### src/rtl/assert_macros.svh
// Assertion helpers shared by the RTL files.
`ifndef ASSERT_MACROS_SVH
`define ASSERT_MACROS_SVH

// Check an implication on every clock edge outside reset.
`define RBD_ASSERT(label, clk, rst_n, prop, msg) \
  label: assert property (@(posedge clk) disable iff (!rst_n) prop) else $error(msg);

// Check that a condition never holds outside reset.
`define RBD_NEVER(label, clk, rst_n, cond, msg) \
  label: assert property (@(posedge clk) disable iff (!rst_n) !(cond)) else $error(msg);

`endif

### src/rtl/rbd_pkg.sv
`timescale 1ns / 1ps
`default_nettype none
package rbd_pkg;

  localparam int MAX_OUT_WIDTH_DEF = 512;
  localparam int MAX_GROUP_DEF     = 8;

  // Field widths sized for the full parameter ranges
  localparam int PIX_W   = 16;
  localparam int LINE_W  = 12;
  localparam int TAG_W   = 13;
  localparam int COL_W   = 9;
  localparam int XW      = 13;
  localparam int GW      = 17;
  localparam int IDX_W   = 13;
  localparam int CNT_W   = 5;
  localparam int ROWS_W  = 4;
  localparam int DOFF_W  = 5;
  localparam int RCP_W   = 21;
  localparam int F_W     = 11;
  localparam int FQ_W    = 5;
  localparam int FR_W    = 7;
  localparam int CFG_W   = 10;
  localparam int CIDX_W  = 2;
  localparam int QDEPTH  = 4;
  localparam int QAW     = 2;
  localparam int SETTLE  = 3;

  localparam logic [IDX_W-1:0] IDX_MAX = '1;

  // RGB565 channel layout
  localparam logic [PIX_W-1:0] RED_MASK = 16'b1111100000000000;
  localparam logic [PIX_W-1:0] GRN_MASK = 16'b0000011111100000;
  localparam logic [PIX_W-1:0] BLU_MASK = 16'b0000000000011111;
  localparam int RED_LSB = 11;
  localparam int GRN_LSB = 5;

  localparam int FACTOR_SCALE = 100;
  localparam int F_MIN        = 100;
  // floor(f/100) as (f * QMUL) >> QSH, exact for f below 1700
  localparam int QMUL = 10486;
  localparam int QSH  = 20;

  localparam logic [CFG_W-1:0] FACTOR_RST = 10'd200;
  localparam logic [CFG_W-1:0] WIDTH_RST  = 10'd160;

  typedef enum logic [CIDX_W-1:0] {
    REG_FACTOR,
    REG_WIDTH,
    REG_MODE
  } reg_idx_t;

  typedef enum logic [1:0] {
    OP_PIXEL,
    OP_COL,
    OP_ZERO
  } op_kind_t;

  // One queued job from the front to the back
  typedef struct packed {
    op_kind_t                  kind;
    logic [PIX_W-1:0]          pixel;
    logic                      first;
    logic [XW-1:0]             x;
    logic [DOFF_W-1:0]         doff;
    logic                      emit;
    logic                      first_row;
    logic                      last;
    logic signed [TAG_W-1:0]   tag;
  } op_t;

  // Settings derived from the configuration registers
  typedef struct packed {
    logic [FQ_W-1:0]  fq;
    logic [FR_W-1:0]  fr;
    logic [CNT_W-1:0] c;
    logic             frac;
    logic             mode;
    logic [XW-1:0]    w;
    logic [RCP_W-1:0] recip;
  } dcfg_t;

  typedef struct packed {
    logic init_busy;
    logic settle_busy;
  } hold_t;

  typedef enum logic [1:0] {
    F_IDLE,
    F_COLS,
    F_CLR
  } front_state_t;

  typedef enum logic [1:0] {
    B_INIT,
    B_IDLE,
    B_MUL,
    B_WR
  } back_state_t;

endpackage
`default_nettype wire

### src/rtl/rbd_fifo.sv
`timescale 1ns / 1ps
`default_nettype none
module rbd_fifo import rbd_pkg::*; (
  input  wire logic clk,
  input  wire logic rst_n,
  input  wire logic push_valid,
  output logic      push_ready,
  input  wire op_t  push_op,
  output logic      pop_valid,
  input  wire logic pop_ready,
  output op_t       pop_op
);

  op_t            slot_r [QDEPTH];
  logic [QAW-1:0] wp_r;
  logic [QAW-1:0] rp_r;
  logic [QAW:0]   cnt_r;
  logic           do_push;
  logic           do_pop;

  assign push_ready = (cnt_r != (QAW+1)'(QDEPTH));
  assign pop_valid  = (cnt_r != '0);
  assign pop_op     = slot_r[rp_r];
  assign do_push    = push_valid && push_ready;
  assign do_pop     = pop_valid && pop_ready;

  // Store incoming jobs
  always_ff @(posedge clk) begin
    if (do_push) begin
      slot_r[wp_r] <= push_op;
    end
  end

  // Advance pointers and fill count
  always_ff @(posedge clk) begin
    if (!rst_n) begin
      wp_r  <= '0;
      rp_r  <= '0;
      cnt_r <= '0;
    end else begin
      if (do_push) wp_r <= wp_r + 1'b1;
      if (do_pop) rp_r <= rp_r + 1'b1;
      cnt_r <= cnt_r + (QAW+1)'(do_push) - (QAW+1)'(do_pop);
    end
  end

endmodule
`default_nettype wire

### config.mk
export PLATFORM = sky130hd
export DESIGN_NAME = rbd_fifo
export DESIGN_NICKNAME = d
export VERILOG_FILES = /design/src/rtl/assert_macros.svh /design/src/rtl/rbd_pkg.sv /design/src/rtl/rbd_fifo.sv
export SDC_FILE = /design/constraint.sdc
export NUM_CORES = 1
export LEC_CHECK = 0
export BUFFER_PORTS_ARGS = -buffer_cell sky130_fd_sc_hd__buf_2
export CORE_AREA = 3 3 148 150
export DETAILED_ROUTE_END_ITERATION = 7
export DIE_AREA = 0 0 151 153
export MAX_ROUTING_LAYER = met4
export PLACE_DENSITY_LB_ADDON = 0.1
export SYNTH_ARGS = -nofsm -noshare
export SYNTH_HDL_FRONTEND = slang
export SYNTH_SLANG_ARGS = --single-unit
### constraint.sdc
create_clock -name clk -period 3 [get_ports clk]
set_input_delay 0.3 -clock clk [delete_from_list [all_inputs] [get_ports clk]]
set_output_delay 0.3 -clock clk [all_outputs]
set_load 0.1 [all_outputs]
-- Yosys cells after proc, flatten, opt, wreduce, memory -nomap -nowiden
Memories as Yosys holds them, arrays and structs flattened. A register that Yosys moved wholly into a read port is not among the register bits.
Cells that the tools add are included.
Widths: inputs -> output; s select.
- add/sub/neg operators: 4
- equality and inequality tests: 1
- muxes and demuxes: 4
- reductions and logical operators: 3
- operator list (operator ; count):
    $add 2x1->2 const B ; 2
    $mux 2 ; 2
    $add 3x1->3 ; 1
    $ne 3x3->1 const B ; 1
    $reduce_bool 3->1 ; 1
    $sub 3x1->3 ; 1
    $logic_and 1x1->1 ; 2
    $mux 1 ; 2
- register bits: 7
- bits in writable memories: 212
- memories: 1
- memory list (name ; depth ; width ; read ports ; clocked after Yosys merged registers in ; write ports ; line ; text):
    slot_r ; 4 ; 53 ; 1 ; 1 ; 1 ; rbd_fifo.sv:14 ; op_t slot_r [QDEPTH];

-- Logic depth before layout (Yosys ltp)
Gate-level depths: netlist (run 1).
- depth in word-level cells: 4
- depth in mapped cells: 11
- depth with buffers taken out: 11

-- Worst setup path after synthesis (run 1)
No wires, ideal clock.
- path kind: register -> register
- start: reg cnt_r[1]
- end: mem slot_r[0][0] (netlist name) (enable)
- library setup time: 0.416 ns
- arrival time: 2.084 ns
- data required time: 2.584 ns
- path slack: 0.500 ns
- stages on the path, launching flop included: 4
- path buffers: 0
- cell sequence: dfxtp_1 nor2_1 a21boi_2 and2_1
- word-level cells in the longest chain between the ends: 4
- ends and longest elaborated chain (element ; line ; text):
    start: declaration ; rbd_fifo.sv:17 ; logic [QAW:0] cnt_r;
    start signal: assignment ; rbd_fifo.sv:43 ; cnt_r <= cnt_r + (QAW+1)'(do_push) - (QAW+1)'(do_pop);
    $ne 3x3->1 ; rbd_fifo.sv:21 ; assign push_ready = (cnt_r != (QAW+1)'(QDEPTH));
    $logic_and 1x1->1 ; rbd_fifo.sv:24 ; assign do_push = push_valid && push_ready;
    $mux 1 ; rbd_fifo.sv:29 ; if (do_push) begin
    $mux 1 (implied by the code) ; rbd_fifo.sv:30 ; slot_r[wp_r] <= push_op;
    end: declaration ; rbd_fifo.sv:14 ;
No other way between the ends.

==> impl_metrics.env, run 1 <==
export IMPL_clk_insertion_delay_late_ps=490
export IMPL_reg2reg_depth=11
export IMPL_synth_top_area_share_pct=77.8
export IMPL_cts_max_path_buffers=3
export IMPL_synth_top_family_by_area="multiplexers"
export IMPL_r2r_end="cnt_r[2]$_SDFF_PN0_"
export IMPL_r2r_setup_slack_ps=590
export IMPL_syn_area_sq_um=8180
export IMPL_yosys_area_share_adder_pct=1.16
export IMPL_regToRegStartpoint="cnt_r[1]$_SDFF_PN0_"
export IMPL_holdCritStartpoint="push_op[41]"
export IMPL_synth_cells=325
export IMPL_firstDrtPassIters=4
export IMPL_critPathBufInv=2
export IMPL_synth_simple_gate_area_share_pct=1.12
export IMPL_cts_tree="built"
export IMPL_row_count=53
export IMPL_cts_root_buf="clkbuf_16"
export IMPL_cp_top_family="buffers and inverters"
export IMPL_multi_input_area_sq_um=1490
export IMPL_crit_chain="buf_12 > mux4_1 > buf_2"
export IMPL_via_per_inst=4.86
export IMPL_hold_violations=0
export IMPL_antenna_found_initial=1
export IMPL_die_area_sq_um=23100
export IMPL_synth_avg_cell_area_sq_um=25.2
export IMPL_clk_pin_slew_ps=60
export IMPL_irDropWorstVdd_v=0.000615
export IMPL_final_common_cell="edfxtp_1"
export IMPL_ios=112
export IMPL_cts_buffers=23
export IMPL_portBuffers=111
export IMPL_syn_nets=389
export IMPL_synth_area_leaders="edfxtp_1, mux4_2, dfxtp_1"
export IMPL_cp_arrival_ps=2320
export IMPL_fp_dieW_microns=151
export IMPL_fin_crit_sh_pct=87.3
export IMPL_p_leak_nw=3.30
export IMPL_final_min_clock_period_ps=2620
export IMPL_fmax_mhz=382
export IMPL_start_util_pct=39.3
export IMPL_routed_wl_microns=15100
export IMPL_synth_enable_flop_cells=212
export IMPL_vias=3668
export IMPL_cp_max_fo=27
export IMPL_hpwlAfterDp_microns=8900
export IMPL_fin_setup_tns_ps=0
export IMPL_synth_top_flop_cell="edfxtp_1"
export IMPL_layout_common_cells="edfxtp_1, buf_2, mux4_2, clkbuf_16, dlygate4sd3_1"
export IMPL_drive_gt1_share_pct=42.4
export IMPL_seq_area_frac_synth_pct=80.0
export IMPL_seqCellArea_sq_um=6550
export IMPL_wire_per_inst_microns=19.9
export IMPL_ys_seq_elements=221
export IMPL_cp_start_kind="flip-flop"
export IMPL_slew_viol_final=0
export IMPL_yosys_warnings=0
export IMPL_tightest_slew_ps=660
export IMPL_fill_cells=1786
export IMPL_crit_required_ps=2700
export IMPL_p_total_mw=10.3
export IMPL_yosys_area_share_xor_xnor_pct=0.428
export IMPL_hp_class="in -> reg"
export IMPL_yosysTopAreaCell="edfxtp_1"
export IMPL_clock_skew_ps=16.0
export IMPL_h_tree_depth=1
export IMPL_cpMaxStageDelayCell="dfxtp_4"
export IMPL_status="finished, final reports clean"
export IMPL_cap_violations=0
export IMPL_post_cts_setup_buffers=0
export IMPL_fin_area_sq_um=9840
export IMPL_nNetsFinal=531
export IMPL_min_to="slot_r[2][41]$_DFFE_PP_"
export IMPL_muxShareOfSynthArea_pct=15.0
export IMPL_rsz0062_at_grt="no"
export IMPL_power_density_nw_per_um2=1050
export IMPL_area_delta_synth_final_pct=20.2
export IMPL_grt_pass1_wl_microns=23400
export IMPL_drt_iter0_markers=177
export IMPL_synth_compound_area_share_pct=0.352
export IMPL_slew_headroom_pct=56.0
export IMPL_coreArea_sq_um=20800
export IMPL_grt_start_max_net_pins=30
export IMPL_hold_depth=1
export IMPL_grt_overflow=0
export IMPL_setup_violations=0
export IMPL_die_y_microns=153
export IMPL_clock_sinks=221
export IMPL_grt_usage_pct=13.7
export IMPL_ant_nets=0
export IMPL_yosysUniqueCellTypes=21
export IMPL_end_kind="output pin"
export IMPL_path_class="reg -> out"
export IMPL_async_reset_ff_share_pct=0
export IMPL_place_area_sq_um=9090
export IMPL_post_route_drc_count=0
export IMPL_grt_pass1_vias=4080
export IMPL_place_congestion=0.697
export IMPL_max_stage_delay_ps=610
-- synth_stat cells, types with 2 or more instances --
library cell  count
ha_1              6
buf_2             5
edfxtp_1        212
dfxtp_1           9
mux2i_1           2
clkbuf_1          2
nor2b_1           3
mux4_1            3
xnor2_1           4
mux4_2           50
and2_1            7
buf_12            5
inv_1             5
nand2_1           5
-- worst reg2reg max path: stages, from the launching register on --
cell and delay, ps:
dfxtp_1 440, nor2_1 110, a21boi_2 320, inv_1 80, ha_1 290, inv_1 50
ha_1 130, inv_1 60, fa_1 380, xnor2_1 150, xnor2_1 140, and2_1 160
-- worst max path at each step --
stage,from,end,cells after the start
after floorplan,cnt_r[1]$_SDFF_PN0_,slot_r[0][0]$_DFFE_PP_,3
after global placement,cnt_r[1]$_SDFF_PN0_,cnt_r[2]$_SDFF_PN0_,11
after detailed placement,cnt_r[1]$_SDFF_PN0_,cnt_r[2]$_SDFF_PN0_,11
after CTS,flip-flop,pop_op[49],3
after global routing,flip-flop,pop_op[51],3
final,flip-flop,pop_op[52],3
-- through the flow --
step                setup WS (ps)  hold WS [ps]  std cells  utilization, %
floorplan                     500           399        325               -
global placement              676           488        706            43.7
detailed placement            571           511        706            43.7
CTS                           271         0.349        754            47.2
global route                  213          2.23        755            47.2
finish                        382          23.0        755            47.2
-- power by group --
| group | switching (mW) | internal (mW) | leakage, nW |
|---|---|---|---|
| clock network | 1.06 | 1.38 | 0.314 |
| registers | 0.169 | 3.74 | 2.02 |
| logic | 3.11 | 0.883 | 0.972 |
-- kinds of logic (layout without fill, tap and decap cells) --
kind of cell / after synthesis / count (layout)
multiplexers: 55 / 55
buffers and inverters: 18 / 172
AO/OA/AOI/OAI: 3 / 3
flip-flops: 221 / 221
AND/OR/NAND/NOR: 17 / 17
other: 0 / 1
XOR/XNOR: 4 / 4
adder cells (fa/ha/maj): 7 / 7
-- metal layers --
layer / GRT usage, % / share of wire, % / up-vias
met3: 3.68 / 6.0 / 29
met4: 3.37 / 2.5 / 0
met2: 23.4 / 52 / 93
li1: - / - / 1653
met1: 16.3 / 39 / 1893
met5: - / 0 / -
-- timing repair --
| action | CTS | global route |
|---|---|---|
| gates resized for setup | 0 | 0 |
| endpoints found under the hold margin | 40 | 0 |
| hold buffers | 11 | 0 |
-- final cells by class --
| cell class | count | share of cell area [%] |
|---|---|---|
| antenna | 1 | 0.0254 |
| clock buffer | 26 | 5.97 |
| clock inverter | 11 | 0.471 |
| inverter | 5 | 0.191 |
| multi-input combinational | 86 | 15.1 |
| sequential | 221 | 66.6 |
| tap | 275 | 3.50 |
| timing repair buffer | 130 | 8.14 |
-- flip-flops by register name, summed over array words and instances, names as in the netlist, named ones only --
name	count
rp_r	2
wp_r	2
cnt_r	3
slot_r	212
(Power assumes the default switching activity.)
==> run 2, diff against run 1 <==
--- a/config.mk
+++ b/config.mk
@@ -7,6 +7,7 @@
 export LEC_CHECK = 0
 export BUFFER_PORTS_ARGS = -buffer_cell sky130_fd_sc_hd__buf_2
 export CORE_AREA = 3 3 148 150
+export CTS_BUF_LIST = sky130_fd_sc_hd__clkbuf_16
 export DETAILED_ROUTE_END_ITERATION = 7
 export DIE_AREA = 0 0 151 153
 export MAX_ROUTING_LAYER = met4
==> run 2 against run 1 <==
  * Final area is the same
  * Sequential share of layout area is the same
  * Sequential power is essentially flat
  * First-iteration DRC count increased by 7.9%
  * Worst hold slack is essentially flat
  * Clock skew is essentially flat
  * Count of clock-buffer cells in the layout fell by 3
  * Total power decreased by 0.14%
  * Critical path depth did not move
  * Critical endpoint unchanged
==> impl_metrics.env, run 2 (synthesis results as in run 1) <==
export IMPL_clock_skew_ps=16.1
export IMPL_fin_setup_tns_ps=0
export IMPL_clk_pin_slew_ps=60
export IMPL_drt_iter0_markers=191
export IMPL_place_area_sq_um=9090
export IMPL_cp_max_fo=27
export IMPL_p_leak_nw=3.32
export IMPL_grt_pass1_wl_microns=23400
export IMPL_cp_arrival_ps=2320
export IMPL_slew_headroom_pct=56.4
export IMPL_fp_dieW_microns=151
export IMPL_clock_sinks=221
export IMPL_die_area_sq_um=23100
export IMPL_die_y_microns=153
export IMPL_ant_nets=0
export IMPL_hpwlAfterDp_microns=8900
export IMPL_final_common_cell="edfxtp_1"
export IMPL_routed_wl_microns=15000
export IMPL_firstDrtPassIters=6
export IMPL_crit_chain="buf_12 > mux4_1 > buf_2"
export IMPL_coreArea_sq_um=20800
export IMPL_irDropWorstVdd_v=0.000615
export IMPL_grt_overflow=0
export IMPL_end_kind="output pin"
export IMPL_clk_insertion_delay_late_ps=490
export IMPL_final_min_clock_period_ps=2620
export IMPL_area_delta_synth_final_pct=20.2
export IMPL_tightest_slew_ps=655
export IMPL_hold_violations=0
export IMPL_setup_violations=0
export IMPL_antenna_found_initial=1
export IMPL_max_stage_delay_ps=610
export IMPL_path_class="reg -> out"
export IMPL_via_per_inst=4.83
export IMPL_row_count=53
export IMPL_reg_largest_list="slot_r x212, cnt_r x3"
export IMPL_power_density_nw_per_um2=1050
export IMPL_cts_buffers=23
export IMPL_whs_ps=23.2
export IMPL_p_total_mw=10.3
export IMPL_wire_per_inst_microns=19.9
export IMPL_place_congestion=0.697
export IMPL_slew_viol_final=0
export IMPL_grt_pass1_vias=4078
export IMPL_critPathBufInv=2
export IMPL_cp_start_kind="flip-flop"
export IMPL_vias=3650
export IMPL_grt_usage_pct=13.7
export IMPL_layout_common_cells="edfxtp_1, buf_2, mux4_2, clkbuf_16, dlygate4sd3_1"
export IMPL_cap_violations=0
export IMPL_nNetsFinal=531
export IMPL_drive_gt1_share_pct=42.4
export IMPL_cts_tree="built"
export IMPL_cpMaxStageDelayCell="dfxtp_4"
export IMPL_start_util_pct=39.3
export IMPL_fmax_mhz=382
export IMPL_cts_root_buf="clkbuf_16"
export IMPL_ios=112
export IMPL_portBuffers=111
export IMPL_crit_required_ps=2700
export IMPL_cts_max_path_buffers=3
export IMPL_fin_crit_sh_pct=87.2
export IMPL_cts_resized=0
export IMPL_hp_class="in -> reg"
export IMPL_fin_area_sq_um=9840
export IMPL_h_tree_depth=1
export IMPL_hold_buffers=11
export IMPL_largest_reg_flops=212
export IMPL_cp_top_family="buffers and inverters"
export IMPL_post_cts_setup_buffers=0
export IMPL_post_route_drc_count=0
export IMPL_grt_start_max_net_pins=30
export IMPL_rsz0062_at_grt="no"
export IMPL_largest_register="slot_r"
export IMPL_status="finished, final reports clean"
## run 2: cell types whose count changed in the layout (fill, tap and decap cells not counted)
cell / change
inv_1: +3
clkbuf_1: -3
## run 2: cell type report
cell class,count,area [sq um]
fill,1786,11000
multi-input combinational,86,1490
clock inverter,14,57.6
clock buffer,23,576
sequential,221,6550
inverter,5,18.8
tap,275,344
timing repair buffer,130,801
antenna,1,2.50
## run 2: final timing paths
| path | depth (start not counted) | from | slack (ps) | endpoint |
|---|---|---|---|---|
| setup reg to reg | 11 | cnt_r[1]$_SDFF_PN0_ | 590 | cnt_r[2]$_SDFF_PN0_ |
| hold / removal | 1 | push_op[41] | 20 | slot_r[2][41]$_DFFE_PP_ |
| setup / recovery | 3 | flip-flop | 380 | pop_op[52] |
| hold reg to reg | 2 | wp_r[1]$_SDFFE_PN0P_ | 510 | wp_r[1]$_SDFFE_PN0P_ |
## run 2: metrics by stage
step                      setup WS (ps)  std cells  util, %
after global placement              676        706     43.7
after CTS                           270        754     47.2
after global routing                213        755     47.2
after floorplan                     500        325        -
final                               384        755     47.2
after detailed placement            571        706     43.7
## run 2: layer usage
layer  up-vias  global-route usage [%]  part of all wire (%)
met2        91                    23.4                    53
met4         0                    3.37                   2.5
met5         -                       -                     0
met3        29                    3.68                   6.1
met1      1876                    16.3                    39
li1       1654                       -                     -
## run 2: worst register-to-register path: stages, from the launching register on
cell,delay (ps)
dfxtp_1,440
nor2_1,110
a21boi_2,320
inv_1,80
ha_1,290
inv_1,50
ha_1,130
inv_1,60
fa_1,380
xnor2_1,150
xnor2_1,140
and2_1,160
## run 2: power breakdown
part           switching (mW)  internal, mW  leakage, nW
Combinational            3.11         0.883        0.972
Sequential              0.169          3.74         2.02
Clock                    1.06          1.37        0.326
==> run 3, diff against run 2 <==
==> constraint.sdc (replaced) <==
create_clock -name clk -period 2.5 [get_ports clk]
set_input_delay 0.25 -clock clk [delete_from_list [all_inputs] [get_ports clk]]
set_output_delay 0.25 -clock clk [all_outputs]
set_load 0.1 [all_outputs]
==> run 3 against run 2 <==
  * Total power grew 28%
  * Global-route usage is essentially flat
  * Combinational power grew 25%
  * Count of clock-buffer cells in the layout grew 2
  * First-iteration DRC count shrank 6.8%
  * Wire length grew 2.1%
  * Critical path depth is the same
  * Highest routed layer unchanged
==> impl_metrics.env, run 3 (synthesis results as in run 1) <==
export IMPL_die_area_sq_um=23100
export IMPL_p_sw_mw=5.30
export IMPL_grt_overflow=0
export IMPL_whs_ps=82.1
export IMPL_final_min_clock_period_ps=2270
export IMPL_coreArea_sq_um=20800
export IMPL_setup_ws_ps=231
export IMPL_cts_root_buf="clkbuf_16"
export IMPL_nNetsFinal=583
export IMPL_reg_largest_list="slot_r x212, cnt_r x3"
export IMPL_grt_start_max_net_pins=33
export IMPL_fin_crit_sh_pct=90.8
export IMPL_status="finished, final reports clean"
export IMPL_fmax_mhz=441
export IMPL_vias=3901
export IMPL_place_ws_ps=247
export IMPL_start_util_pct=39.3
export IMPL_ios=112
export IMPL_setup_violations=0
export IMPL_cts_buffers=24
export IMPL_dp_cells=713
export IMPL_tightest_slew_ps=518
export IMPL_cp_start_kind="flip-flop"
export IMPL_clock_skew_ps=9.60
export IMPL_p_total_mw=13.3
export IMPL_clk_insertion_delay_late_ps=490
export IMPL_p_leak_nw=3.64
export IMPL_cp_max_fo=21
export IMPL_portBuffers=111
export IMPL_cts_tree="built"
export IMPL_firstDrtPassIters=4
export IMPL_fp_dieW_microns=151
export IMPL_irDropWorstVdd_v=0.000875
export IMPL_reg2reg_depth=11
export IMPL_hp_class="in -> reg"
export IMPL_slew_headroom_pct=65.7
export IMPL_place_congestion=0.671
export IMPL_h_tree_depth=1
export IMPL_final_cells=813
export IMPL_routed_wl_microns=15400
export IMPL_largest_register="slot_r"
export IMPL_die_y_microns=153
export IMPL_final_common_cell="edfxtp_1"
export IMPL_via_per_inst=4.80
export IMPL_largest_reg_flops=212
export IMPL_crit_required_ps=2250
export IMPL_fin_setup_tns_ps=0
export IMPL_cp_arrival_ps=2020
export IMPL_end_kind="output pin"
export IMPL_clock_sinks=221
export IMPL_place_area_sq_um=9140
export IMPL_grt_pass1_vias=4243
export IMPL_seqPwrFrac_pct=34.8
export IMPL_power_density_nw_per_um2=1260
export IMPL_grt_usage_pct=13.8
export IMPL_ant_nets=0
export IMPL_hold_violations=0
export IMPL_p_int_mw=7.97
export IMPL_p_comb_share_pct=37.6
export IMPL_wire_per_inst_microns=18.9
export IMPL_hpwlAfterDp_microns=9320
export IMPL_drive_gt1_share_pct=41.0
export IMPL_rsz0062_at_grt="no"
export IMPL_cts_max_path_buffers=3
export IMPL_antenna_found_initial=1
export IMPL_layout_common_cells="edfxtp_1, buf_2, dlygate4sd3_1, mux4_2, clkbuf_16"
export IMPL_hold_depth=2
export IMPL_row_count=53
export IMPL_fin_util_pct=50.6
export IMPL_fin_area_sq_um=10500
export IMPL_drt_iter0_markers=178
export IMPL_switching_share_pct=39.9
export IMPL_area_delta_synth_final_pct=28.7
export IMPL_post_route_drc_count=0
export IMPL_cap_violations=0
export IMPL_p_clk_share_pct=27.6
export IMPL_clk_pin_slew_ps=60
export IMPL_grt_pass1_wl_microns=23500
export IMPL_path_class="reg -> out"
export IMPL_slew_viol_final=0
## run 3: cell types whose count changed in the layout (fill, tap and decap cells not counted), sizes merged
cell and delta:
dlygate4sd3 +42, buf +8, bufinv +5, clkbuf +3, clkinv -1, inv +1
## run 3: final timing paths
kind / from / to / slack (ps)
worst max-delay path: flip-flop / pop_op[52] / 230
worst min-delay path: rst_n / flip-flop / 80
worst max register to register: cnt_r[1]$_SDFF_PN0_ / cnt_r[2]$_SDFF_PN0_ / 280
worst min register to register: wp_r[1]$_SDFFE_PN0P_ / wp_r[1]$_SDFFE_PN0P_ / 500
## run 3: repair_timing
item / CTS / global route
hold endpoints to repair: 212 / 0
setup endpoints to repair: 0 / 5
gates resized for setup: 0 / 1
hold buffers: 53 / 0
setup buffers: 0 / 2
## run 3: area by class of cell
cell class | instances | area (sq um)
Multi-Input combinational cell | 86 | 1490
Sequential cell | 221 | 6550
Clock buffer | 25 | 626
Timing Repair Buffer | 181 | 1290
Antenna cell | 1 | 2.50
Inverter | 5 | 18.8
Fill cell | 1726 | 10300
Tap cell | 275 | 344
Clock inverter | 19 | 213
## run 3: metal layers
metal  GRT usage, %  share of wire (%)  up-vias  wire length, microns
met5              -                  0        -                     0
met4           3.71                1.9        0                   293
met3           3.02                5.0       23                   762
met2           22.6                 51       89                  7830
met1           17.4                 42     2022                  6470
li1               -                  -     1767                     -
## run 3: critical path: stages (launching register included)
cell     delay, ps
dfxtp_4        400
buf_12         230
mux4_1         570
buf_2          310
## run 3: power groups by stage
| stage | Sequential [mW] | Clock, mW | Combinational [mW] |
|---|---|---|---|
| floorplan | 4.66 | 0 | 4.26 |
| global placement | 4.70 | 0 | 4.94 |
| detailed placement | 4.73 | 0 | 4.95 |
| CTS | 4.65 | 3.76 | 5.03 |
| global route | 4.65 | 3.91 | 5.20 |
| finish | 4.62 | 3.66 | 4.99 |
