$ cat src/rtl/assert_macros.svh
// Assertion helpers shared by the RTL files.
`ifndef ASSERT_MACROS_SVH
`define ASSERT_MACROS_SVH

// Check an implication on every clock edge outside reset.
`define RBD_ASSERT(label, clk, rst_n, prop, msg) \
  label: assert property (@(posedge clk) disable iff (!rst_n) prop) else $error(msg);

// Check that a condition never holds outside reset.
`define RBD_NEVER(label, clk, rst_n, cond, msg) \
  label: assert property (@(posedge clk) disable iff (!rst_n) !(cond)) else $error(msg);

`endif

$ cat src/rtl/rbd_pkg.sv
`timescale 1ns / 1ps
`default_nettype none
package rbd_pkg;

  localparam int MAX_OUT_WIDTH_DEF = 512;
  localparam int MAX_GROUP_DEF     = 8;

  // Field widths sized for the full parameter ranges
  localparam int PIX_W   = 16;
  localparam int LINE_W  = 12;
  localparam int TAG_W   = 13;
  localparam int COL_W   = 9;
  localparam int XW      = 13;
  localparam int GW      = 17;
  localparam int IDX_W   = 13;
  localparam int CNT_W   = 5;
  localparam int ROWS_W  = 4;
  localparam int DOFF_W  = 5;
  localparam int RCP_W   = 21;
  localparam int F_W     = 11;
  localparam int FQ_W    = 5;
  localparam int FR_W    = 7;
  localparam int CFG_W   = 10;
  localparam int CIDX_W  = 2;
  localparam int QDEPTH  = 4;
  localparam int QAW     = 2;
  localparam int SETTLE  = 3;

  localparam logic [IDX_W-1:0] IDX_MAX = '1;

  // RGB565 channel layout
  localparam logic [PIX_W-1:0] RED_MASK = 16'b1111100000000000;
  localparam logic [PIX_W-1:0] GRN_MASK = 16'b0000011111100000;
  localparam logic [PIX_W-1:0] BLU_MASK = 16'b0000000000011111;
  localparam int RED_LSB = 11;
  localparam int GRN_LSB = 5;

  localparam int FACTOR_SCALE = 100;
  localparam int F_MIN        = 100;
  // floor(f/100) as (f * QMUL) >> QSH, exact for f below 1700
  localparam int QMUL = 10486;
  localparam int QSH  = 20;

  localparam logic [CFG_W-1:0] FACTOR_RST = 10'd200;
  localparam logic [CFG_W-1:0] WIDTH_RST  = 10'd160;

  typedef enum logic [CIDX_W-1:0] {
    REG_FACTOR,
    REG_WIDTH,
    REG_MODE
  } reg_idx_t;

  typedef enum logic [1:0] {
    OP_PIXEL,
    OP_COL,
    OP_ZERO
  } op_kind_t;

  // One queued job from the front to the back
  typedef struct packed {
    op_kind_t                  kind;
    logic [PIX_W-1:0]          pixel;
    logic                      first;
    logic [XW-1:0]             x;
    logic [DOFF_W-1:0]         doff;
    logic                      emit;
    logic                      first_row;
    logic                      last;
    logic signed [TAG_W-1:0]   tag;
  } op_t;

  // Settings derived from the configuration registers
  typedef struct packed {
    logic [FQ_W-1:0]  fq;
    logic [FR_W-1:0]  fr;
    logic [CNT_W-1:0] c;
    logic             frac;
    logic             mode;
    logic [XW-1:0]    w;
    logic [RCP_W-1:0] recip;
  } dcfg_t;

  typedef struct packed {
    logic init_busy;
    logic settle_busy;
  } hold_t;

  typedef enum logic [1:0] {
    F_IDLE,
    F_COLS,
    F_CLR
  } front_state_t;

  typedef enum logic [1:0] {
    B_INIT,
    B_IDLE,
    B_MUL,
    B_WR
  } back_state_t;

endpackage
`default_nettype wire

$ cat src/rtl/rbd_in_if.sv
`timescale 1ns / 1ps
`default_nettype none
interface rbd_in_if import rbd_pkg::*; ();
  logic              valid;
  logic              ready;
  logic [PIX_W-1:0]  pixel_in;
  logic              end_of_line;
  logic [LINE_W-1:0] line_number;

  modport source (output valid, pixel_in, end_of_line, line_number, input ready);
  modport sink (input valid, pixel_in, end_of_line, line_number, output ready);
endinterface
`default_nettype wire

$ cat src/rtl/rbd_front.sv
`timescale 1ns / 1ps
`default_nettype none
module rbd_front import rbd_pkg::*; #(
  parameter int MAX_GROUP = MAX_GROUP_DEF
) (
  input  wire logic  clk,
  input  wire logic  rst_n,
  rbd_in_if.sink     in_ch,
  input  wire dcfg_t dcfg,
  input  wire hold_t hold,
  output logic       push_valid,
  input  wire logic  push_ready,
  output op_t        push_op
);

  localparam int DOFF_MAX = 2 * MAX_GROUP - 1;

  front_state_t            state_r, state_nxt;
  logic [IDX_W-1:0]        idx_r, idx_nxt;
  logic [XW-1:0]           x_r, x_nxt;
  logic [GW-1:0]           g_r, g_nxt;
  logic [FR_W-1:0]         rem_r, rem_nxt;
  logic [CNT_W-1:0]        n_r, n_nxt;
  logic [ROWS_W-1:0]       rows_r, rows_nxt;
  logic                    eol_r, eol_nxt;
  logic signed [TAG_W-1:0] tag_r, tag_nxt;

  logic                    accept;
  logic                    emitting;
  logic                    col_done;
  logic                    next_done;
  logic                    col_last;
  logic [GW:0]             g_end;
  logic [GW-1:0]           g_step;
  logic [FR_W:0]           rem_sum;
  logic                    carry;
  logic [FR_W-1:0]         rem_step;
  logic [GW:0]             gap;
  logic [DOFF_W-1:0]       doff;
  logic [CNT_W:0]          rows_inc;
  logic [ROWS_W-1:0]       rows_wrap;

  assign accept   = in_ch.valid && in_ch.ready;
  assign emitting = ((CNT_W+1)'(rows_r) + 1'b1) >= (CNT_W+1)'(dcfg.c);

  // Column bookkeeping: group start and its successor
  always_comb begin
    g_end    = {1'b0, g_r} + (GW+1)'(dcfg.c) - 1'b1;
    rem_sum  = (FR_W+1)'(rem_r) + (FR_W+1)'(dcfg.fr);
    carry    = rem_sum >= (FR_W+1)'(FACTOR_SCALE);
    rem_step = carry ? FR_W'(rem_sum - (FR_W+1)'(FACTOR_SCALE)) : FR_W'(rem_sum);
    g_step   = g_r + GW'(dcfg.fq) + GW'(carry);
    col_done = (x_r < dcfg.w) && (n_r < CNT_W'(MAX_GROUP)) &&
               ((g_end <= (GW+1)'(idx_r)) || (eol_r && (g_r <= GW'(idx_r))));
    next_done = ((XW+1)'(x_r) + 1'b1 < (XW+1)'(dcfg.w)) &&
                (n_r + 1'b1 < CNT_W'(MAX_GROUP)) && (g_step <= GW'(idx_r));
    col_last = (x_r == dcfg.w - 1'b1) || (eol_r && emitting && !next_done);
    gap      = (GW+1)'(idx_r) - {1'b0, g_r};
    doff     = (gap > (GW+1)'(DOFF_MAX)) ? DOFF_W'(DOFF_MAX) : DOFF_W'(gap);
    rows_inc = (CNT_W+1)'(rows_r) + 1'b1;
    if (rows_inc >= (CNT_W+1)'(dcfg.c)) begin
      rows_wrap = (dcfg.frac && !dcfg.mode) ? ROWS_W'(1) : '0;
    end else begin
      rows_wrap = ROWS_W'(rows_inc);
    end
  end

  // Next state
  always_comb begin
    state_nxt = state_r;
    unique case (state_r)
      F_IDLE: if (accept) state_nxt = F_COLS;
      F_COLS: begin
        if (!col_done) begin
          state_nxt = (eol_r && emitting) ? F_CLR : F_IDLE;
        end
      end
      F_CLR: if (x_r >= dcfg.w) state_nxt = F_IDLE;
      default: state_nxt = F_IDLE;
    endcase
  end

  // Outputs and datapath
  always_comb begin
    in_ch.ready = 1'b0;
    push_valid  = 1'b0;
    push_op     = '0;
    idx_nxt     = idx_r;
    x_nxt       = x_r;
    g_nxt       = g_r;
    rem_nxt     = rem_r;
    n_nxt       = n_r;
    rows_nxt    = rows_r;
    eol_nxt     = eol_r;
    tag_nxt     = tag_r;
    unique case (state_r)
      F_IDLE: begin
        // take a word when its pixel job fits in the queue and no hold is active
        in_ch.ready   = push_ready && !hold.init_busy && !hold.settle_busy;
        push_valid    = accept;
        push_op.kind  = OP_PIXEL;
        push_op.pixel = in_ch.pixel_in;
        push_op.first = (idx_r == '0);
        if (accept) begin
          eol_nxt = in_ch.end_of_line;
          tag_nxt = $signed({1'b0, in_ch.line_number}) -
                    $signed(TAG_W'(dcfg.frac));
          n_nxt   = '0;
        end
      end
      F_COLS: begin
        push_op.kind      = OP_COL;
        push_op.x         = x_r;
        push_op.doff      = doff;
        push_op.emit      = emitting;
        push_op.first_row = (rows_r == '0);
        push_op.last      = col_last;
        push_op.tag       = tag_r;
        if (col_done) begin
          push_valid = 1'b1;
          if (push_ready) begin
            x_nxt   = x_r + 1'b1;
            g_nxt   = g_step;
            rem_nxt = rem_step;
            n_nxt   = n_r + CNT_W'(emitting);
          end
        end else if (!eol_r) begin
          if (idx_r != IDX_MAX) idx_nxt = idx_r + 1'b1;
        end else if (!emitting) begin
          rows_nxt = rows_wrap;
          idx_nxt  = '0;
          x_nxt    = '0;
          g_nxt    = '0;
          rem_nxt  = '0;
        end
      end
      F_CLR: begin
        // drop the rest of the row store entries
        push_op.kind = OP_ZERO;
        push_op.x    = x_r;
        if (x_r < dcfg.w) begin
          push_valid = 1'b1;
          if (push_ready) x_nxt = x_r + 1'b1;
        end else begin
          rows_nxt = rows_wrap;
          idx_nxt  = '0;
          x_nxt    = '0;
          g_nxt    = '0;
          rem_nxt  = '0;
        end
      end
      default: begin
      end
    endcase
  end

  always_ff @(posedge clk) begin
    if (!rst_n) begin
      state_r <= F_IDLE;
      idx_r   <= '0;
      x_r     <= '0;
      g_r     <= '0;
      rem_r   <= '0;
      n_r     <= '0;
      rows_r  <= '0;
      eol_r   <= 1'b0;
    end else begin
      state_r <= state_nxt;
      idx_r   <= idx_nxt;
      x_r     <= x_nxt;
      g_r     <= g_nxt;
      rem_r   <= rem_nxt;
      n_r     <= n_nxt;
      rows_r  <= rows_nxt;
      eol_r   <= eol_nxt;
    end
  end

  always_ff @(posedge clk) begin
    tag_r <= tag_nxt;
  end

endmodule
`default_nettype wire

$ cat src/flat_wrapper.sv
// flat-port wrapper written by rule: the top's interface ports become plain ports
module rbd_front_flat import rbd_pkg::*;
#(
  parameter int MAX_GROUP = MAX_GROUP_DEF
)
  (clk, rst_n, dcfg, hold, push_valid, push_ready, push_op, in_ch_valid, in_ch_pixel_in, in_ch_end_of_line, in_ch_line_number, in_ch_ready);
  rbd_in_if in_ch_i ();
  input  wire logic clk;
  input  wire logic rst_n;
  input  wire dcfg_t dcfg;
  input  wire hold_t hold;
  output logic push_valid;
  input  wire logic push_ready;
  output op_t push_op;
  input wire logic [$bits(in_ch_i.valid)-1:0] in_ch_valid;
  input wire logic [$bits(in_ch_i.pixel_in)-1:0] in_ch_pixel_in;
  input wire logic [$bits(in_ch_i.end_of_line)-1:0] in_ch_end_of_line;
  input wire logic [$bits(in_ch_i.line_number)-1:0] in_ch_line_number;
  output wire logic [$bits(in_ch_i.ready)-1:0] in_ch_ready;
  assign in_ch_i.valid = in_ch_valid;
  assign in_ch_i.pixel_in = in_ch_pixel_in;
  assign in_ch_i.end_of_line = in_ch_end_of_line;
  assign in_ch_i.line_number = in_ch_line_number;
  assign in_ch_ready = in_ch_i.ready;
  rbd_front #(.MAX_GROUP(MAX_GROUP)) u_core (.clk(clk), .rst_n(rst_n), .in_ch(in_ch_i), .dcfg(dcfg), .hold(hold), .push_valid(push_valid), .push_ready(push_ready), .push_op(push_op));
endmodule
$ cat config.mk
export PLATFORM = sky130hd
export DESIGN_NAME = rbd_front_flat
export DESIGN_NICKNAME = d
export VERILOG_FILES = /design/src/rtl/assert_macros.svh /design/src/rtl/rbd_pkg.sv /design/src/rtl/rbd_in_if.sv /design/src/rtl/rbd_front.sv /design/src/flat_wrapper.sv
export SDC_FILE = /design/constraint.sdc
export NUM_CORES = 1
export LEC_CHECK = 0
export BUFFER_PORTS_ARGS = -buffer_cell sky130_fd_sc_hd__clkbuf_2
export CORE_MARGIN = 4
export CORE_UTILIZATION = 64
export CTS_BUF_LIST = sky130_fd_sc_hd__clkbuf_4
export CTS_CLUSTER_SIZE = 30
export DETAILED_ROUTE_END_ITERATION = 6
export GPL_ROUTABILITY_DRIVEN = 0
export HOLD_SLACK_MARGIN = 0.1
export PLACE_DENSITY = 0.93
export SYNTH_ARGS = -nofsm -noshare
export SYNTH_HDL_FRONTEND = slang
export SYNTH_SLANG_ARGS = --single-unit
$ cat constraint.sdc
create_clock -name clk -period 13.2 [get_ports clk]
set_clock_uncertainty 0.05 [all_clocks]
set_input_delay 1.98 -clock clk [delete_from_list [all_inputs] [get_ports clk]]
set_output_delay 1.98 -clock clk [all_outputs]
set_load 0.005 [all_outputs]
# Word level (Yosys, flattened, before mapping)
# Cells that the tools add are included.
[word_totals] register_bits=75 wordCells=131 input_bits=88 out_inout_bits=55 mem_count=0 latch_bits=0 mem_bits_rw=0 romBits=0
[op_classes] mul=0 shift=0 div_mod_pow=0 order_cmp=11 reduce_logical=30 add_sub_neg=15 n_eq_ne=17 mux=49 n_bitwise=0
[op_table] cell="two-way mux 13 bit" n=10
[op_table] cell="two-way mux 17 bit" n=6
[op_table] cell="one-hot mux 13 bit (2 select lines)" n=2
[op_table] cell="two-way mux 7 bit" n=6
[op_table] cell="<= comparator 17 x 13 -> 1 bit" n=2
[op_table] cell="one-hot mux 17 bit (2 select lines)" n=1
[op_table] cell="adder 13 x 1 -> 13 bit (second input constant)" n=2
[op_table] cell="two-way mux 21 bit" n=1
[op_table] cell="two-way mux 4 bit" n=5
[op_table] cell="two-way mux 5 bit" n=4
[op_table] cell="adder 17 x 5 -> 18 bit" n=1
[op_table] cell="> comparator 18 x 4 -> 1 bit (second input constant)" n=1
[op_table] cell="<= comparator 18 x 13 -> 1 bit" n=1
[op_table] cell="subtractor 13 x 17 -> 18 bit" n=1
[op_table] cell="subtractor 18 x 1 -> 18 bit (second input constant)" n=1
[op_table] cell="adder 17 x 1 -> 17 bit" n=1
[op_table] cell="adder 17 x 5 -> 17 bit" n=1
[op_table] cell="AND reduction 5 bit" n=3
[op_table] cell="adder 13 x 1 -> 14 bit (second input constant)" n=1
[op_table] cell="< comparator 14 x 13 -> 1 bit" n=1
[op_table] cell="one-hot mux 7 bit (2 select lines)" n=1
[op_table] cell="== test 13 bit" n=1
[op_table] cell=">= comparator 13 bit" n=1
[op_table] cell="logical NOT 13 bit" n=1
[op_table] cell="35 further kinds" n=67

# Depth between registers and ports, before layout
# Gate-level depths: netlist of run 1.
[depth] word_depth=9 ltp_mapped=26 depth_no_buf=26

# Worst setup path before layout of run 1
# No wires, ideal clock.
[synth_path] path_type="input-to-output" from="in dcfg[41] (netlist bit)" to="out push_op[13] (netlist bit)" setup_slack_ns=4.422 stages=23 path_buffers=0 required_time_ns=11.170 arrival_time_ns=6.748 cell_sequence="ha_1 fa_1 a21o_1 a21oi_1 xnor2_1 nand2b_1 or2_2 a31oi_1 fa_1 inv_1 fa_1 a21o_1 a21oi_1 nor2b_1 o2111ai_1 xnor2_1 ha_1 a21o_1 a21o_1 a21oi_1 o211ai_1 a2111oi_0 o211ai_1"
[synth_lines] item="start, declared" line_no="flat_wrapper.sv:10" text="input wire dcfg_t dcfg;"
[synth_lines] item="end, declared" line_no="flat_wrapper.sv:14" text="output op_t push_op;"

==> metrics.md, run 1 <==
| Metric | Value |
|---|---|
| Routed wire length | ~24 mm |
| Clk buf depth | 2 |
| GRT Residual Overflow | 0 |
| Reg power frac | approximately 43% |
| Final nets | between 1000 and 1500 |
| Clock Latency Late Sink | between 0.4 and 0.5 ns |
| Wire per inst | 17.48 um |
| Netlist Area Pre-Place | about 8600 sq um |
| Final period util | approximately four fifths |
| Mux contribution to synthesized area | 2.478% |
| Rows | 42 |
| Vias | ~9000 |
| Setup Fix Bufs, Post-CTS | 0 |
| Post-Synth Adder-Cell Area | 20.14% |
| Ys async rst share | 0% |
| Critical Path Most Common Cell | a21o_1 |
| Setup crit start kind | input pin |
| Net Count, Synth | approximately 1300 |
| H-Tree Depth | 3 |
| CP Data Arrival Time | 8.31 ns |
| Area of the multi-input gates | about 6500 sq um |
| Area after DPL | just over 9000 sq um |
| Hold Path Class | flop to flop |
| Gr usage total | ~32% |
| FMAX | approximately 0.097 GHz |
| Slew Limit Fails | 0 |
| Setup crit end kind | output pin |
| Fill cells | about 1100 |
| Total clock sinks | 75 |
| Unrepaired setup endpoints after global routing | false |
| Comb pwr share | between 20 and 25% |
| Synth Area per Inst | between 7 and 8 sq um |
| Resize count post-CTS | 0 |
| Switching Share | between 30% and 40% |
| CP top delay family | compound AO/OA/AOI/OAI gates |
| Detailed router's first-iteration violation count | slightly below 900 |
| Net switching power | around 170 uW |
| Leak | about 0.0045 uW |
| CTS tree | built |
| Slew at the pin closest to its max-slew limit | approximately 0.99 ns |
| Drt pass-1 iters | 6 |
| Max-cap violations | 0 |
| Initial Util | between 60% and 70% |
| Area occupied by registers | between 1500 and 2000 sq um |
| Internal cell power | 383.3 uW |
| Critical path required time | 11.17 ns |
| Worst-path maximum fanout | 4 |
| Initial antenna violation count | 1 |
| Vias per std cell | between 6 and 7 |
| Largest net degree at the start of global routing | 55 |
| Die H | between 100 and 150 um |
| Simple-gate share of the synthesized area | 23.77% |
| First-pass GRT wire length | between 30 and 40 mm |
| Critical path class | input pin to output pin |
| CTS buffer count | 9 |
| Die X | about 120 um |
| Slowest cell on the critical path | a2111oi_0 |
| Post-synthesis compound-gate area fraction | a little over a fifth |
| PwrDens | between 50 and 60 nW/um^2 |
| Relative slew slack | 32.16% |
| DP Wirelength | around 19 mm |
| Clock-pin slew of the registers on the worst-case setup and hold paths | ~0.13 ns |
| Setup TNS | 0 ns |
| Final setup vio count | 0 |
| Register area share after synthesis | around a fifth |
| Clk root buf | clkbuf_4 |
| Worst IR Drop VDD | 0.00003661 V |
| Final Hold Vio Count | 0 |
| Io pins | 143 |
| Area Overhead vs Synth | 9.956% |
| CP peak stage delay | between 0.9 and 1 ns |
| Flops & latches, synth | 75 |
| Port Buf Inserts | 120 |
| Number of global-route vias before repair | between 8000 and 9000 |
| Die Footprint | about 15000 sq um |
| Antenna Nets Post-Route | 0 |
| Largest family of logic cells by synthesized area | simple AND/OR/NAND/NOR gates |
| Min cycle time layout | between 10 and 15 ns |
| Fin Hold WS | about 0.43 ns |
| Mapped Cells | approximately 1100 |
| CTS Hold Bufs | 0 |
| Post-Synth XOR/XNOR Area | under 10% |
| Synth Flop Type | dfxtp_1 |
| Post-route DRC | 0 |
| Synth warnings | 0 |
| Outcome | completed |
| Number of synthesized flops with an enable pin | 13 |
| Post-layout instance area | around 9500 sq um |
| Core Box Area | about 13000 sq um |
| Crit path buf inv count | 3 |
| Clock share of power | between 30% and 40% |
| Layout cells sized above 1 | ~14% |
| Post-synth cell types | a little over 80 |
[worst min-delay path, stage by stage (launching register included)]
cell     delay, ns
dfxtp_1       0.34
nand2_1       0.05
mux2i_1       0.06
[power by group through the flow]
stage	sequential (uW)	clock (uW)	combinational [uW]
global route	236	205	135
floorplan	240	0	77.4
detailed placement	241	0	117
finish	236	195	122
CTS	236	194	120
global placement	241	0	112
[final timing paths]
path,start,end,cells past startpoint,slack [ns]
worst max-delay path,dcfg[41],push_op[13],25,2.86
worst min-delay path,u_core.rem_r[3],u_core.rem_r[3],2,0.43
worst max register to register,u_core.g_r[1],u_core.g_r[3],18,7.01
worst min register to register,u_core.rem_r[3],u_core.rem_r[3],2,0.43
[layer usage]
layer / track usage, % / up-vias / routed length, um
li1: - / 4168 / -
met1: 39.39 / 4154 / 9569
met2: 53.89 / 417 / 11690
met3: 5.631 / 85 / 1946
met4: 16.08 / 0 / 1021
met5: 0 / - / 0
[synth_stat cells, drive strengths merged, types with 20 or more instances]
master | n | area (sq um)
nor3 | 24 | 120.1
nor2 | 65 | 244.0
nand2b | 20 | 125.1
xnor2 | 35 | 306.5
inv | 91 | 341.6
clkbuf | 28 | 106.4
dfxtp | 62 | 1241
o21ai | 53 | 272.8
nand3 | 41 | 205.2
xor2 | 31 | 271.5
nand2 | 110 | 412.9
a21oi | 64 | 324.1
a31oi | 21 | 131.4
and2 | 47 | 296.5
ha | 131 | 1639
[flip-flops by register name (all words and copies together) (netlist names)]
| register | flops |
|---|---|
| u_core.eol_r | 1 |
| u_core.g_r | 17 |
| u_core.idx_r | 13 |
| u_core.n_r | 5 |
| u_core.rem_r | 7 |
| u_core.rows_r | 4 |
| u_core.state_r | 2 |
| u_core.tag_r | 13 |
| u_core.x_r | 13 |
[layout make-up]
cell class / count / area share, %
diodes: 1 / 0.02636
clock buffers: 10 / 0.7908
clock inverters: 6 / 1.186
inverters: 92 / 3.638
multi-input cells: 902 / 68.21
flip-flops and latches: 75 / 17.19
well taps: 176 / 2.320
repair buffers: 124 / 6.643
[placed cells by master, fill, tap and decap left out, types with 8 or more instances in the layout]
cell        n
nor4_1      8
o21a_1     11
o22ai_2     8
edfxtp_1   13
and3_1     15
o22ai_1    11
dfxtp_1    62
clkbuf_4   10
clkbuf_2  120
a31oi_1    21
or2_2       9
nand2b_1   20
o31ai_1    10
and2_1     46
ha_1      131
nand3_1    41
nor3_1     24
mux2i_1    18
a21o_1     18
a211oi_1    9
xnor2_1    35
nor2_1     65
nor2b_1    16
o21ai_0    50
nand2_1   110
xor2_1     31
nand4_1    12
inv_1      91
a21oi_1    63
nand3b_1   15
o221ai_1    8
o211ai_1   13
[kinds of logic after synthesis]
logic type,count (synthesis)
flip-flops,75
buffers and inverters,129
AO/OA/AOI/OAI,275
other,1
AND/OR/NAND/NOR,403
adder cells (fa/ha/maj),136
multiplexers,21
XOR/XNOR,66
[stage by stage]
stage / util, % / worst slack [ns] / instances / total power, uW
after floorplan: - / 4.422 / 1106 / 317.6
after global placement: 70.25 / 3.271 / 1369 / 352.5
after detailed placement: 70.25 / 3.148 / 1369 / 358.3
after CTS: 71.66 / 3.110 / 1385 / 550.0
after global routing: 71.68 / 2.471 / 1386 / 575.4
final: 71.68 / 2.858 / 1386 / 553.3
Note: power is estimated with default switching activity, not from simulation.
==> run 2, diff against run 1 <==
Settings changed: ABC_AREA from default to 1, CORE_UTILIZATION 64 to 54, PLACE_DENSITY 0.93 to 0.84.
Clock period 13.2 ns to 9 ns, I/O delays scaled along.
==> run 2 against run 1 <==
  * Count of clock-buffer cells in the layout down 1
  * Final area up 3.9%
  * Sequential share of layout area down 0.64 points
  * Critical path depth up 10
  * Register-to-register slack worse by 3.0 ns
  * Sequential cell count unchanged
  * Setup slack worse by 2.0 ns
  * Synthesized cell count up 30%
  * Combinational power rose to 14 times the previous value
  * Power rose to 4.3 times the previous value
  * Sequential power up 92%
  * Cell count up 27%
  * Highest routed layer unchanged
==> metrics.md, run 2 <==
| Metric | Value |
|---|---|
| Outcome | completed |
| Most frequent cells after synthesis | 382 x nand2_1, 249 x inv_1, 187 x nor2_1 |
| CP Data Arrival Time | between 6 and 7 ns |
| Highest metal layer with signal wires | met4 |
| Final nets | ~1800 |
| Critical Path Most Common Cell | nand2_1 |
| Netlist Area Pre-Place | roughly 9000 sq um |
| M1 WL | 10.17 mm |
| Unrepaired setup endpoints after global routing | false |
| Worst-path maximum fanout | 7 |
| Clk root buf | clkbuf_4 |
| Vias | slightly above 9000 |
| Min cycle time layout | a little over 8 ns |
| H-Tree Depth | 3 |
| DP Wirelength | about 19 mm |
| Relative slew slack | 35.81% |
| Reg2reg setup slack | about 4.0 ns |
| CP peak stage delay | approximately 0.44 ns |
| Initial antenna violation count | 1 |
| Detailed router's first-iteration violation count | ~830 |
| Worst-case reg-to-reg path depth | 28 |
| Worst IR Drop VDD | around 0.00011 V |
| Max-cap violations | 0 |
| Met2 wire len | 10.86 mm |
| Vias per std cell | approximately 5.2 |
| Synth Area per Inst | just over 6 sq um |
| Layout cells sized above 1 | slightly above 10% |
| Clock Latency Late Sink | between 0.4 and 0.5 ns |
| FF-to-FF End | u_core.rem_r[3] |
| Leading cell type in the layout, fill and taps excluded | nand2_1 |
| Core Box Area | around 16000 sq um |
| FMAX | approximately 0.12 GHz |
| Die Footprint | between 15000 and 20000 sq um |
| Post-synth cell types | 50 |
| Largest register by flop count | u_core.g_r |
| Resize count post-CTS | 0 |
| Ys async rst share | 0% |
| Number of global-route vias before repair | about 8200 |
| WL met3 | approximately 1.6 mm |
| Routed wire length | between 20 and 25 mm |
| Register area share after synthesis | 18.18% |
| Initial Util | about 56% |
| Synth warnings | 0 |
| Area Overhead vs Synth | 9.872% |
| Slew at the pin closest to its max-slew limit | approximately 0.96 ns |
| Setup Fix Bufs, Post-CTS | 0 |
| Post-layout instance area | 9859 sq um |
| Slowest cell on the critical path | or3b_2 |
| Hold Path Class | flop to flop |
| Critical path required time | between 7 and 8 ns |
| PwrDens | about 240 nW/um^2 |
| Antenna Nets Post-Route | 0 |
| Clk buf depth | 2 |
| Critical path class | input pin to output pin |
| CTS Hold Bufs | 0 |
| Largest area contributor in the netlist | ha_1 |
| Port Buf Inserts | between 100 and 150 |
| Yosys top cell area share | roughly 18% |
| Clock-pin slew of the registers on the worst-case setup and hold paths | roughly 0.14 ns |
| Net Count, Synth | roughly 1700 |
| Max FFs per register | 17 |
| GRT Residual Overflow | 0 |
| Synth Flop Type | dfxtp_1 |
| Number of synthesized flops with an enable pin | 13 |
| CTS tree | built |
| Final period util | ~91% |
| Hold endpoint | u_core.n_r[4] |
| Area after DPL | a little under 10000 sq um |
| Fin Hold WS | 0.4231 ns |
| Gr usage total | ~25% |
| Flops & latches, synth | between 70 and 80 |
| Setup TNS | 0 ns |
| Setup crit start kind | input pin |
| Post-route DRC | 0 |
| Reg2reg start | u_core.g_r[1] |
| Mapped Cells | around 1400 |
| Commonest non-fill, non-tap cells in the layout | 382 x nand2_1, 249 x inv_1, 187 x nor2_1 |
| CTS buffer count | 9 |
| Synth area leaders | ha_1 18%, nand2_1 16%, dfxtp_1 14% |
| Hold Crit Depth | 2 |
| Die X | between 100 and 150 um |
| Placed cell count | roughly 1800 |
| Final Hold Vio Count | 0 |
| Drt pass-1 iters | 6 |
| Most frequent cell after synthesis | nand2_1 |
| Layout Cells excl Fill | 1767 |
| Total clock sinks | 75 |
| Hold Crit Start | u_core.n_r[4] |
| Slew Limit Fails | 0 |
| First-pass GRT wire length | roughly 38 mm |
| Io pins | between 100 and 150 |
| Wire per inst | between 10 and 15 um |
| Die H | 136.9 um |
| Leak | around 0.0057 uW |
| Rows | between 40 and 50 |
| Final setup vio count | 0 |
| Setup crit end kind | output pin |
| Largest net degree at the start of global routing | 48 |
[run 2: cell types whose count changed in the layout (fill, tap and decap cells not counted), moves of 16 or more]
cell / change
and2_1: -44
inv_1: +158
xor2_1: +29
a31oi_1: -18
nand2b_1: -20
a21oi_1: +18
nor2_1: +122
nand2_1: +272
xnor2_1: -18
nor2b_1: -16
nand3_1: +23
mux2i_1: -18
a21o_1: -17
[run 2: area by class of cell]
class	count	area, sq um
antenna	1	2.502
multi-input combinational	1087	6260
clock inverter	7	81.33
inverter	252	945.9
timing repair buffer	120	600.6
clock buffer	9	67.56
sequential	75	1632
tap	216	270.3
fill	1504	6198
[run 2: through the flow]
stage          power (uW)  util (%)  setup slack [ns]
2_1_floorplan        1754         -             1.641
3_3_place_gp         2080     60.46            0.9532
3_5_place_dp         2127     60.46            0.8406
4_1_cts              2363     61.38            0.8122
5_1_grt              2665     61.40            0.2456
6_report             2378     61.40            0.8339
[run 2: how the worst max path moves through the flow]
stage / endpoint / slack, ns / cells after the start / from
after detailed placement: push_op[13] / 0.84 / 35 / dcfg[41]
after global routing: push_op[13] / 0.25 / 35 / dcfg[41]
final: push_op[13] / 0.83 / 35 / dcfg[41]
after CTS: push_op[13] / 0.81 / 35 / dcfg[41]
after global placement: push_op[13] / 0.95 / 35 / dcfg[41]
after floorplan: push_op[13] / 1.64 / 33 / dcfg[41]
[run 2: critical path: cells and delay by family]
kind            cells  cell delay (ns)
simple gates       18             2.12
compound gates      2             0.45
xor+xnor            2             0.45
fa+ha+maj           6             1.72
buf+inv             7             0.66
[run 2: cell families after synthesis]
kind of cell | Yosys count | share of synthesized area (%)
AOI/OAI and AO/OA | 154 | 9.328
DFF | 75 | 18.18
xor gates and xnor gates | 77 | 7.515
and+or+nand+nor | 719 | 33.49
adders and majority gates | 136 | 19.38
other | 1 | 0.04179
buffers and inverters | 280 | 12.06
[run 2: metal layers]
layer	track usage, %	up-vias
li1	-	4758
met5	0	-
met4	9.867	0
met2	41.46	299
met1	32.40	4118
met3	3.456	47
[run 2: power by group]
| part | switching [uW] | leakage, uW | internal [uW] |
|---|---|---|---|
| Clock | 141 | 0.0000779 | 88.9 |
| Sequential | 61.3 | 0.000624 | 392 |
| Combinational | 1080 | 0.00502 | 618 |
==> run 3, diff against run 2 <==
Settings changed: CTS_BUF_LIST sky130_fd_sc_hd__clkbuf_4 to sky130_fd_sc_hd__clkbuf_8.
==> run 3 against run 2 <==
  * Setup slack lost 0.027 ns
  * Count of clock-buffer cells in the layout is the same
  * Power grew 2.2%
  * First-iteration DRC count shrank 12%
  * Die area is the same
  * Utilization grew 0.34 points
  * Critical path depth is the same
  * Via count grew 0.57%
  * Sequential share of layout area shrank 0.090 points
  * Final area grew 0.55%
  * Fmax shrank 0.33%
  * Critical endpoint unchanged
  * Largest cell class unchanged
  * Highest routed layer unchanged
==> metrics.md, run 3 (same netlist as run 2, synthesis figures left out) <==
| Metric | Value |
|---|---|
| Outcome | completed |
| Number of global-route vias before repair | between 8000 and 9000 |
| Detailed router's first-iteration violation count | 732 |
| Vias per std cell | ~5.3 |
| Clk buf depth | 2 |
| Most used routing layer | met2 |
| Fin Hold WS | 0.4195 ns |
| Relative slew slack | around a third |
| Final nets | 1769 |
| Min cycle time layout | between 8 and 9 ns |
| Die X | 136.9 um |
| Slew at the pin closest to its max-slew limit | just under 1 ns |
| DP Wirelength | roughly 19 mm |
| Leak | 0.005747 uW |
| Unrepaired setup endpoints after global routing | false |
| Initial Util | around 56% |
| Hold Crit Start | u_core.n_r[3] |
| Hold endpoint | u_core.n_r[3] |
| Leading cell type in the layout, fill and taps excluded | nand2_1 |
| Largest register by flop count | u_core.g_r |
| Gr usage total | 24.89% |
| Worst-path maximum fanout | 7 |
| Critical Path Most Common Cell | nand2_1 |
| Initial antenna violation count | 0 |
| ANT cells | 0 |
| FF-to-FF End | u_core.rem_r[3] |
| CP Data Arrival Time | ~6.8 ns |
| Wire per inst | ~13 um |
| Area occupied by registers | around 1600 sq um |
| Critical path class | input pin to output pin |
| Worst-case reg-to-reg path depth | 28 |
| Hold Crit Depth | 2 |
| FMAX | approximately 0.12 GHz |
| Setup crit start kind | input pin |
| Max FFs per register | 17 |
| Final period util | between 90% and 100% |
| Post-layout instance area | 9913 sq um |
| Setup TNS | 0 ns |
| GRT Residual Overflow | 0 |
| Post-route DRC | 0 |
| Resize count post-CTS | 0 |
| Area Overhead vs Synth | 10.47% |
| Fill cells | ~1500 |
| Met3 Usage GRT | 3.897% |
| CTS buffer count | 9 |
| PwrDens | approximately 250 nW/um^2 |
| CP peak stage delay | between 0.4 and 0.5 ns |
| Core Box Area | 16060 sq um |
| Layout cells sized above 1 | between 10% and 20% |
| Critical path required time | around 7.6 ns |
| Commonest non-fill, non-tap cells in the layout | 382 x nand2_1, 249 x inv_1, 187 x nor2_1 |
| Clock Latency Late Sink | about 0.38 ns |
| CTS tree | built |
| Clock-pin slew of the registers on the worst-case setup and hold paths | 0.09 ns |
| Drt pass-1 iters | 5 |
| Routed wire length | between 20 and 25 mm |
| Port Buf Inserts | 120 |
| Rows | between 40 and 50 |
| Die Footprint | ~19000 sq um |
| Slowest cell on the critical path | or3b_2 |
| Met2 Usage GRT | between 40% and 50% |
| H-Tree Depth | 3 |
| Max-cap violations | 0 |
| Setup crit end kind | output pin |
| Io pins | ~140 |
| Slew Limit Fails | 0 |
| Total clock sinks | 75 |
| Reg2reg setup slack | about 4 ns |
| Die H | roughly 140 um |
| Final Hold Vio Count | 0 |
| Final setup vio count | 0 |
| Largest net degree at the start of global routing | between 40 and 50 |
| Vias | between 9000 and 10000 |
| Worst IR Drop VDD | 0.0001075 V |
| CTS Hold Bufs | 0 |
| Reg2reg start | u_core.g_r[1] |
| GR Layer Usage met1 | approximately 32% |
| Setup Fix Bufs, Post-CTS | 0 |
| Hold Path Class | flop to flop |
| Area after DPL | between 9000 and 10000 sq um |
| Area of the multi-input gates | approximately 6300 sq um |
| First-pass GRT wire length | about 38 mm |
| Clk root buf | clkbuf_8 |
| Antenna Nets Post-Route | 0 |
## run 3: cell types whose count changed in the layout (fill, tap and decap cells not counted)
| cell | before | now |
|---|---|---|
| clkbuf_4 | 9 | 0 |
| clkbuf_8 | 0 | 9 |
| diode_2 | 1 | 0 |
## run 3: critical path, delay by kind of cell
| family | cells | cell delay, ns |
|---|---|---|
| AOI/OAI and AO/OA | 2 | 0.45 |
| and+or+nand+nor | 18 | 2.13 |
| buffers and inverters | 7 | 0.66 |
| adders and majority gates | 6 | 1.73 |
| xor gates and xnor gates | 2 | 0.46 |
## run 3: area by class of cell
cell class                 instances  area share (%)
clock buffer                       9           1.250
multi-input combinational       1087           63.15
sequential                        75           16.46
inverter                         252           9.542
clock inverter                     7          0.8204
tap                              216           2.726
timing repair buffer             120           6.058
## run 3: layer usage
metal | vias to the layer above | routed length, um | share of wire [%]
li1 | 4751 | - | -
met4 | 0 | 725 | 3.1
met3 | 65 | 1688 | 7.2
met5 | - | 0 | 0
met2 | 313 | 10960 | 47
met1 | 4146 | 10110 | 43
## run 3: how the worst max path moves through the flow
stage	start	end	slack, ns	cells past startpoint
2_1_floorplan	dcfg[41]	push_op[13]	1.64	33
3_3_place_gp	dcfg[41]	push_op[13]	0.95	35
3_5_place_dp	dcfg[41]	push_op[13]	0.84	35
4_1_cts	dcfg[41]	push_op[13]	0.80	35
5_1_grt	dcfg[41]	push_op[13]	0.24	35
6_report	dcfg[41]	push_op[13]	0.81	35
## run 3: power by group
group	switching [uW]	internal, uW
combinational	1080	619
sequential	61.5	392
clock	147	132
## run 3: metrics by stage
stage               total power (uW)  setup WS, ns  utilization, %  std cells
global route                    2714        0.2389           61.73       1766
global placement                2080        0.9532           60.46       1750
CTS                             2412        0.8000           61.73       1766
floorplan                       1754         1.641               -       1442
detailed placement              2127        0.8406           60.46       1750
finish                          2432        0.8072           61.73       1766
